[src/hdl/assert_macros.svh]
// Assertion macros shared by the search RTL.
// Depends on i_clk and i_rst_n in the module that includes this header.
`ifndef ASSERT_MACROS_SVH
`define ASSERT_MACROS_SVH

// Check a property at every rising edge outside reset.
`define ASSERT_CLK(label, prop) \
    label: assert property (@(posedge i_clk) disable iff (!i_rst_n) (prop)) \
        else $error("assertion failed");

// Check that a condition implies another in the same cycle.
`define ASSERT_IMPLY(label, cond, cons) \
    `ASSERT_CLK(label, (cond) |-> (cons))

`endif

[src/hdl/fsmatch_pkg.sv]
// Types and constants for the first substring match block.
// No dependencies; used by the front, back and top modules.
package fsmatch_pkg;

    localparam int MAX_PATTERN_DEF = 128;
    localparam int MAX_TEXT_DEF    = 128;

    localparam int QUEUE_DEPTH = 2;
    localparam int QUEUE_PTR_W = $clog2(QUEUE_DEPTH);
    localparam int QUEUE_CNT_W = $clog2(QUEUE_DEPTH + 1);

    localparam int MAX_MATCH_INDEX = 127;

    localparam logic [1:0] KIND_START   = 2'd0;
    localparam logic [1:0] KIND_PATTERN = 2'd1;
    localparam logic [1:0] KIND_TEXT    = 2'd2;
    localparam logic [1:0] KIND_END     = 2'd3;

    localparam logic signed [7:0] MATCH_NONE = -8'sd1;

    typedef enum logic [1:0] {
        OP_START,
        OP_PATTERN,
        OP_TEXT,
        OP_END
    } t_op;

    typedef struct packed {
        t_op        op;
        logic [7:0] byte_value;
    } t_entry;

    typedef struct packed {
        logic   valid;
        t_entry entry;
    } t_head;

endpackage

[src/hdl/fsmatch_front.sv]
// Front end: accepts items, decodes the kind into an operation and queues it.
// Depends on fsmatch_pkg and assert_macros.svh.
`include "assert_macros.svh"

module fsmatch_front (
    input  logic                 i_clk,
    input  logic                 i_rst_n,
    input  logic                 i_in_valid,
    output logic                 o_in_ready,
    input  logic [1:0]           i_in_kind,
    input  logic [7:0]           i_in_byte_value,
    output fsmatch_pkg::t_head   o_head,
    input  logic                 i_pop
);
    import fsmatch_pkg::*;

    t_entry                 r_q [QUEUE_DEPTH];
    logic [QUEUE_PTR_W-1:0] r_wr;
    logic [QUEUE_PTR_W-1:0] r_rd;
    logic [QUEUE_CNT_W-1:0] r_count;
    logic [QUEUE_CNT_W-1:0] n_count;
    logic                   w_push;
    logic                   w_pop;
    t_op                    w_op;

    always_comb begin
        unique case (i_in_kind)
            KIND_START:   w_op = OP_START;
            KIND_PATTERN: w_op = OP_PATTERN;
            KIND_TEXT:    w_op = OP_TEXT;
            KIND_END:     w_op = OP_END;
            default:      w_op = OP_START;
        endcase
    end

    assign o_in_ready = (r_count != QUEUE_CNT_W'(QUEUE_DEPTH));
    assign w_push     = i_in_valid && o_in_ready;
    assign w_pop      = i_pop && (r_count != '0);

    always_comb begin
        n_count = r_count;
        if (w_push && !w_pop) begin
            n_count = r_count + 1'b1;
        end else if (w_pop && !w_push) begin
            n_count = r_count - 1'b1;
        end
    end

    always_ff @(posedge i_clk) begin
        if (w_push) begin
            r_q[r_wr] <= '{op: w_op, byte_value: i_in_byte_value};
        end
    end

    always_ff @(posedge i_clk) begin
        if (!i_rst_n) begin
            r_wr    <= '0;
            r_rd    <= '0;
            r_count <= '0;
        end else begin
            if (w_push) begin
                r_wr <= r_wr + 1'b1;
            end
            if (w_pop) begin
                r_rd <= r_rd + 1'b1;
            end
            r_count <= n_count;
        end
    end

    assign o_head.valid = (r_count != '0);
    assign o_head.entry = r_q[r_rd];

    `ASSERT_CLK(a_count_bound, r_count <= QUEUE_CNT_W'(QUEUE_DEPTH))
    `ASSERT_IMPLY(a_pop_nonempty, i_pop, r_count != '0)
    `ASSERT_IMPLY(a_ptr_gap, r_count == '0, r_wr == r_rd)

endmodule

[src/hdl/fsmatch_back.sv]
// Back end: pattern shift line, text window, lane compare and result register.
// Depends on fsmatch_pkg and assert_macros.svh.
`include "assert_macros.svh"

module fsmatch_back #(
    parameter int MAX_PATTERN = fsmatch_pkg::MAX_PATTERN_DEF,
    parameter int MAX_TEXT    = fsmatch_pkg::MAX_TEXT_DEF
) (
    input  logic               i_clk,
    input  logic               i_rst_n,
    input  fsmatch_pkg::t_head i_head,
    output logic               o_pop,
    output logic               o_out_valid,
    input  logic               i_out_ready,
    output logic signed [7:0]  o_out_match_index,
    output logic               o_out_overflow
);
    import fsmatch_pkg::*;

    localparam int LW = $clog2(MAX_PATTERN + 1);
    localparam int PW = $clog2(MAX_TEXT + 1);

    logic [7:0]        r_pat [MAX_PATTERN];
    logic [7:0]        r_win [MAX_PATTERN];
    logic [7:0]        w_win_new [MAX_PATTERN];
    logic [MAX_PATTERN-1:0] w_lane_hit;
    logic              w_eq;

    logic [LW-1:0]     r_len, n_len;
    logic [PW-1:0]     r_pos, n_pos;
    logic [PW-1:0]     r_mpos, n_mpos;
    logic              r_found, n_found;
    logic              r_ovf, n_ovf;
    logic              r_out_valid, n_out_valid;
    logic signed [7:0] r_out_idx, n_out_idx;
    logic              r_out_ovf, n_out_ovf;
    logic              w_shift_pat;
    logic              w_shift_win;
    logic [PW-1:0]     w_pos_inc;
    logic [7:0]        w_byte;

    assign w_byte    = i_head.entry.byte_value;
    assign w_pos_inc = PW'(32'(r_pos) + 1);

    always_comb begin
        for (int i = 0; i < MAX_PATTERN; i++) begin
            if (i < MAX_PATTERN - 1) begin
                w_win_new[i] = r_win[i + 1];
            end else begin
                w_win_new[i] = w_byte;
            end
            w_lane_hit[i] = (32'(r_len) + i < MAX_PATTERN) || (r_pat[i] == w_win_new[i]);
        end
    end

    assign w_eq  = &w_lane_hit;
    assign o_pop = i_head.valid &&
                   (i_head.entry.op != OP_END || !r_out_valid || i_out_ready);

    always_comb begin
        n_len       = r_len;
        n_pos       = r_pos;
        n_mpos      = r_mpos;
        n_found     = r_found;
        n_ovf       = r_ovf;
        n_out_valid = r_out_valid && !i_out_ready;
        n_out_idx   = r_out_idx;
        n_out_ovf   = r_out_ovf;
        w_shift_pat = 1'b0;
        w_shift_win = 1'b0;
        if (o_pop) begin
            unique case (i_head.entry.op)
                OP_START: begin
                    n_len   = '0;
                    n_pos   = '0;
                    n_mpos  = '0;
                    n_found = 1'b0;
                    n_ovf   = 1'b0;
                end
                OP_PATTERN: begin
                    if (32'(r_len) < MAX_PATTERN) begin
                        w_shift_pat = 1'b1;
                        n_len       = LW'(32'(r_len) + 1);
                    end else begin
                        n_ovf = 1'b1;
                    end
                end
                OP_TEXT: begin
                    if (32'(r_pos) < MAX_TEXT) begin
                        w_shift_win = 1'b1;
                        n_pos       = w_pos_inc;
                        if (!r_found && r_len != '0 &&
                            32'(w_pos_inc) >= 32'(r_len) && w_eq) begin
                            n_found = 1'b1;
                            n_mpos  = PW'(32'(w_pos_inc) - 32'(r_len));
                        end
                    end else begin
                        n_ovf = 1'b1;
                    end
                end
                OP_END: begin
                    n_out_valid = 1'b1;
                    n_out_ovf   = r_ovf;
                    if (r_len == '0) begin
                        n_out_idx = '0;
                    end else if (r_found) begin
                        if (32'(r_mpos) > MAX_MATCH_INDEX) begin
                            n_out_idx = 8'(MAX_MATCH_INDEX);
                            n_out_ovf = 1'b1;
                        end else begin
                            n_out_idx = 8'(r_mpos);
                        end
                    end else begin
                        n_out_idx = MATCH_NONE;
                    end
                    n_pos   = '0;
                    n_mpos  = '0;
                    n_found = 1'b0;
                    n_ovf   = 1'b0;
                end
                default: begin
                    n_ovf = r_ovf;
                end
            endcase
        end
    end

    always_ff @(posedge i_clk) begin
        if (w_shift_pat) begin
            for (int i = 0; i < MAX_PATTERN - 1; i++) begin
                r_pat[i] <= r_pat[i + 1];
            end
            r_pat[MAX_PATTERN - 1] <= w_byte;
        end
        if (w_shift_win) begin
            r_win <= w_win_new;
        end
        r_out_idx <= n_out_idx;
        r_out_ovf <= n_out_ovf;
        r_mpos    <= n_mpos;
    end

    always_ff @(posedge i_clk) begin
        if (!i_rst_n) begin
            r_len       <= '0;
            r_pos       <= '0;
            r_found     <= 1'b0;
            r_ovf       <= 1'b0;
            r_out_valid <= 1'b0;
        end else begin
            r_len       <= n_len;
            r_pos       <= n_pos;
            r_found     <= n_found;
            r_ovf       <= n_ovf;
            r_out_valid <= n_out_valid;
        end
    end

    assign o_out_valid       = r_out_valid;
    assign o_out_match_index = r_out_idx;
    assign o_out_overflow    = r_out_ovf;

    `ASSERT_IMPLY(a_found_cons, r_found, r_len != '0 && r_mpos < r_pos)
    `ASSERT_IMPLY(a_end_slot, o_pop && i_head.entry.op == OP_END,
        !r_out_valid || i_out_ready)
    `ASSERT_CLK(a_bounds, 32'(r_len) <= MAX_PATTERN && 32'(r_pos) <= MAX_TEXT)

endmodule

[src/hdl/first_substring_match.sv]
// First substring match: streaming search for the first pattern occurrence in a text.
// Throughput one item per cycle while the queue has room; every item takes one pass of the
// back-end window compare. An end item's result is registered when the back end pops it.
// An end item waits in the queue while the previous result is held and not taken.
// Reset clears pattern length, text position, flags, queue and result valid;
// pattern and window bytes are not cleared.
module first_substring_match #(
    parameter int MAX_PATTERN = fsmatch_pkg::MAX_PATTERN_DEF,
    parameter int MAX_TEXT    = fsmatch_pkg::MAX_TEXT_DEF
) (
    input  logic              i_clk,
    input  logic              i_rst_n,
    input  logic              i_in_valid,
    output logic              o_in_ready,
    input  logic [1:0]        i_in_kind,
    input  logic [7:0]        i_in_byte_value,
    output logic              o_out_valid,
    input  logic              i_out_ready,
    output logic signed [7:0] o_out_match_index,
    output logic              o_out_overflow
);
    import fsmatch_pkg::*;

    t_head w_head;
    logic  w_pop;

    fsmatch_front u_front (
        .i_clk           (i_clk),
        .i_rst_n         (i_rst_n),
        .i_in_valid      (i_in_valid),
        .o_in_ready      (o_in_ready),
        .i_in_kind       (i_in_kind),
        .i_in_byte_value (i_in_byte_value),
        .o_head          (w_head),
        .i_pop           (w_pop)
    );

    fsmatch_back #(
        .MAX_PATTERN (MAX_PATTERN),
        .MAX_TEXT    (MAX_TEXT)
    ) u_back (
        .i_clk             (i_clk),
        .i_rst_n           (i_rst_n),
        .i_head            (w_head),
        .o_pop             (w_pop),
        .o_out_valid       (o_out_valid),
        .i_out_ready       (i_out_ready),
        .o_out_match_index (o_out_match_index),
        .o_out_overflow    (o_out_overflow)
    );

endmodule
[config.mk]
export PLATFORM = sky130hd
export DESIGN_NAME = first_substring_match
export DESIGN_NICKNAME = d
export VERILOG_FILES = /design/src/hdl/fsmatch_pkg.sv /design/src/hdl/fsmatch_front.sv /design/src/hdl/fsmatch_back.sv /design/src/hdl/first_substring_match.sv
export VERILOG_INCLUDE_DIRS = /design/src /design/src/hdl
export SDC_FILE = /design/constraint.sdc
export NUM_CORES = 2
export LEC_CHECK = 0
export BUFFER_PORTS_ARGS = -buffer_cell sky130_fd_sc_hd__buf_4
export CORE_ASPECT_RATIO = 1.1
export CORE_UTILIZATION = 45
export DETAILED_ROUTE_END_ITERATION = 8
export GPL_ROUTABILITY_DRIVEN = 0
export PLACE_DENSITY_LB_ADDON = 0.25
export SKIP_CTS_REPAIR_TIMING = 1
export SYNTH_ARGS = -nofsm -noshare
export SYNTH_HDL_FRONTEND = slang
export SYNTH_HIERARCHICAL = 1
export SYNTH_SLANG_ARGS = --single-unit
[constraint.sdc]
create_clock -name i_clk -period 66.5 [get_ports i_clk]
set_input_delay 3.325 -clock i_clk [delete_from_list [all_inputs] [get_ports i_clk]]
set_output_delay 3.325 -clock i_clk [all_outputs]
set_load 0.03 [all_outputs]
==> run summary <==
Die Y: 439 um
clk sink count: 2,101
placed inst area: 0.0813 mm2
drt first-iter violations: 3,963
final worst path period share: 0.121
DP Wirelength: 112 mm
Detailed Routing Iterations Pass 1: 7
share of layout cells above drive strength 1: 0.0879
Die Wd: 399 um
Power, Total: 3090 uW
CP Launch Type: input pin
critical path endpoint category: register
type of the worst setup path: in -> reg
relative slew slack: 0.0471
number of global-route vias before repair: 37,900
Worst Skew: 0.0472 ns
initial antenna violation count: 8
WL final: 168 mm
largest net degree at the start of global routing: 176
htree depth: 4
Via-to-Cell Ratio: 5.46
Final Cell Area: 0.0878 mm2
total core area: 0.171 mm2
Mapped Avg Cell Area: 18.8 um2
HP Start: u_back/r_pat[0][213]
Synth Register Bits: 2,101
clock latency at the later pin of the worst-skew pair: 0.84 ns
Max Slew Vio Count: 0
Peak Freq: 125 MHz
WP data required: 66.92 ns
setup TNS: 0 ns
Syn Std Cell Area: 0.0781 mm2
min Tclk post-route: 8.02 ns
Max-Cap Viols: 0
count of input and output buffers: 24
Area growth, synth to finish: 12.4%
Synth cell types: 80
met1 usage: 0.249
Slew @ Worst Pin: 1.42 ns
LEAKAGE: 0.0237 uW
Std-Cell Rows: 159
sequential area share after synthesis: 0.805
Max stage delay on crit path: 0.92 ns
Top Usage Layer GRT: met2
Starting Density: 0.455
Inserted Clock Buffers: 202
cell mode on critical path: buf_4
DRC viols: 0
RSZ-0062 raised after global routing: false
Post-synth top flop: edfxtp_1
Final Hold Fails: 0
Clock Path Buffers: 3
GRT met2 Usage: 0.313
number of fill cells: 13,800
Post-synth EDFFs: 2,077
total die area: 0.175 mm2
worst-path maximum fanout: 78
grt total ovfl: 0
global-route wire length before repair: 246 mm
setup violators final: 0
Power Dens Cells: 35.2 mW/mm2
met3 Usage GRT: 0.0469
top-level I/O count: 25
post-route antenna net violation count: 0
GRT Resource Usage Total: 0.193
CTS clk-pin slew, worst paths: 0.06 ns
Arr. time, crit path: 8.44 ns
status: completed
cells along the critical path: buf_4 > nand3b_1 > nand2_1 > nor2_4 > buf_4 > buf_4 > buf_4 > buf_4 > buf_4
via count: 37,200
highest-delay cell along the critical path: buf_4
HP Class: reg -> reg
clock root cell: clkbuf_16
ys async rst share: 0
Worst VDD drop: 0.0295 mV
Mapped Cells: 4,158
Syn. warnings: 6
DR WL/cell: 24.7 um
Syn Nets: 4,192
Worst setup startpoint: i_out_ready
nets@finish: 4,411
CTS tree: yes
post-layout util: 0.512
cells in the mapped netlist, types with 13 or more instances:
master / number / area (um2)
edfxtp_1: 2077 / 62400
xnor2_1: 576 / 5040
xor2_1: 471 / 4130
nand4_1: 158 / 988
nor4_1: 133 / 832
nand2_1: 89 / 334
a21oi_1: 70 / 350
nor2_1: 69 / 259
o21ai_0: 69 / 345
clkbuf_1: 38 / 143
nand3_1: 30 / 150
dfxtp_1: 24 / 480
o22ai_1: 23 / 144
nor3_1: 22 / 110
ha_1: 19 / 238
inv_1: 17 / 63.8
and2_1: 15 / 93.8
buf_2: 15 / 75.1
a22oi_1: 13 / 97.6
o21a_1: 13 / 97.6
cell families (layout without fill, tap and decap cells):
group | count (synthesis) | count (layout) | synth area share
compound gates | 314 | 314 | 0.0266
xor+xnor | 1047 | 1047 | 0.117
fa+ha+maj | 20 | 20 | 0.00330
buf+inv | 82 | 475 | 0.00428
flops | 2101 | 2101 | 0.805
mux | 14 | 14 | 0.00196
other cells | 0 | 1 | 0
simple gates | 580 | 580 | 0.0415
flip-flops by register name (all words and copies together), names as in the netlist, named ones only:
signal,count
u_back/r_len,8
u_back/o_out_overflow,1
u_back/r_win,1016
u_back/r_pos,8
u_front/r_rd,1
u_front/r_count,2
u_back/r_found,1
u_back/o_out_valid,1
u_front/r_q,20
u_back/o_out_match_index,8
u_back/r_pat,1024
u_front/r_wr,1
u_back/r_ovf,1
u_back/r_mpos,8
worst max-delay path: cells and delay by family:
family	cells	cell delay [ns]
buf+inv	6	4.20
simple gates	3	0.50
stage by stage:
| step | std cells | hold slack (ns) | worst slack (ns) |
|---|---|---|---|
| final | 6806 | 0.448 | 58.48 |
| after CTS | 6804 | 0.439 | 58.55 |
| after floorplan | 4158 | 0.447 | 17.93 |
| after global routing | 6806 | 0.455 | 58.17 |
| after detailed placement | 6426 | 0.454 | 57.63 |
| after global placement | 6426 | 0.448 | 57.69 |
area by class of cell:
class / instances / area (um2) / share of cell area
tap: 2254 / 2820 / 0.0321
antenna: 1 / 2.50 / 0.0000285
multi-input combinational: 1975 / 15000 / 0.171
clock inverter: 136 / 1210 / 0.0138
timing repair buffer: 79 / 616 / 0.00701
inverter: 18 / 67.6 / 0.000770
clock buffer: 242 / 5250 / 0.0598
sequential: 2101 / 62900 / 0.716
worst paths after layout:
path,to,slack (ns),cells after the start
worst max-delay path,u_back/r_pat[1][218],58.48,9
worst min register to register,u_back/r_pat[0][205],0.45,0
worst max register to register,u_back/r_pat[1][218],59.78,10
worst min-delay path,u_back/r_pat[0][205],0.45,0
cells in the final DEF, fill, tap and decap left out, types with 11 or more instances in the layout:
cell type     n
a21boi_0     11
a21oi_1      70
a22oi_1      13
a31oi_1      11
and2_1       15
buf_4        76
bufinv_16    14
clkbuf_1     38
clkbuf_16   204
clkinv_1     56
clkinv_2     41
dfxtp_1      23
edfxtp_1   2077
ha_1         19
inv_1        17
nand2_1      89
nand3_1      30
nand4_1     158
nor2_1       67
nor3_1       22
nor4_1      122
nor4_2       12
o21a_1       13
o21ai_0      69
o22ai_1      23
o31ai_1      12
xnor2_1     576
xor2_1      471
report_power, final:
part	switching [uW]	internal [uW]
Combinational	207	67.1
Clock	489	620
Sequential	62.8	1640
Total	759	2330
layer usage:
layer / vias to the layer above / part of all wire
li1: 16400 / -
met1: 19000 / 0.40
met2: 1278 / 0.48
met3: 430 / 0.070
met4: 6 / 0.045
met5: - / 0.00027
Note: power is estimated with default switching activity, not from simulation.
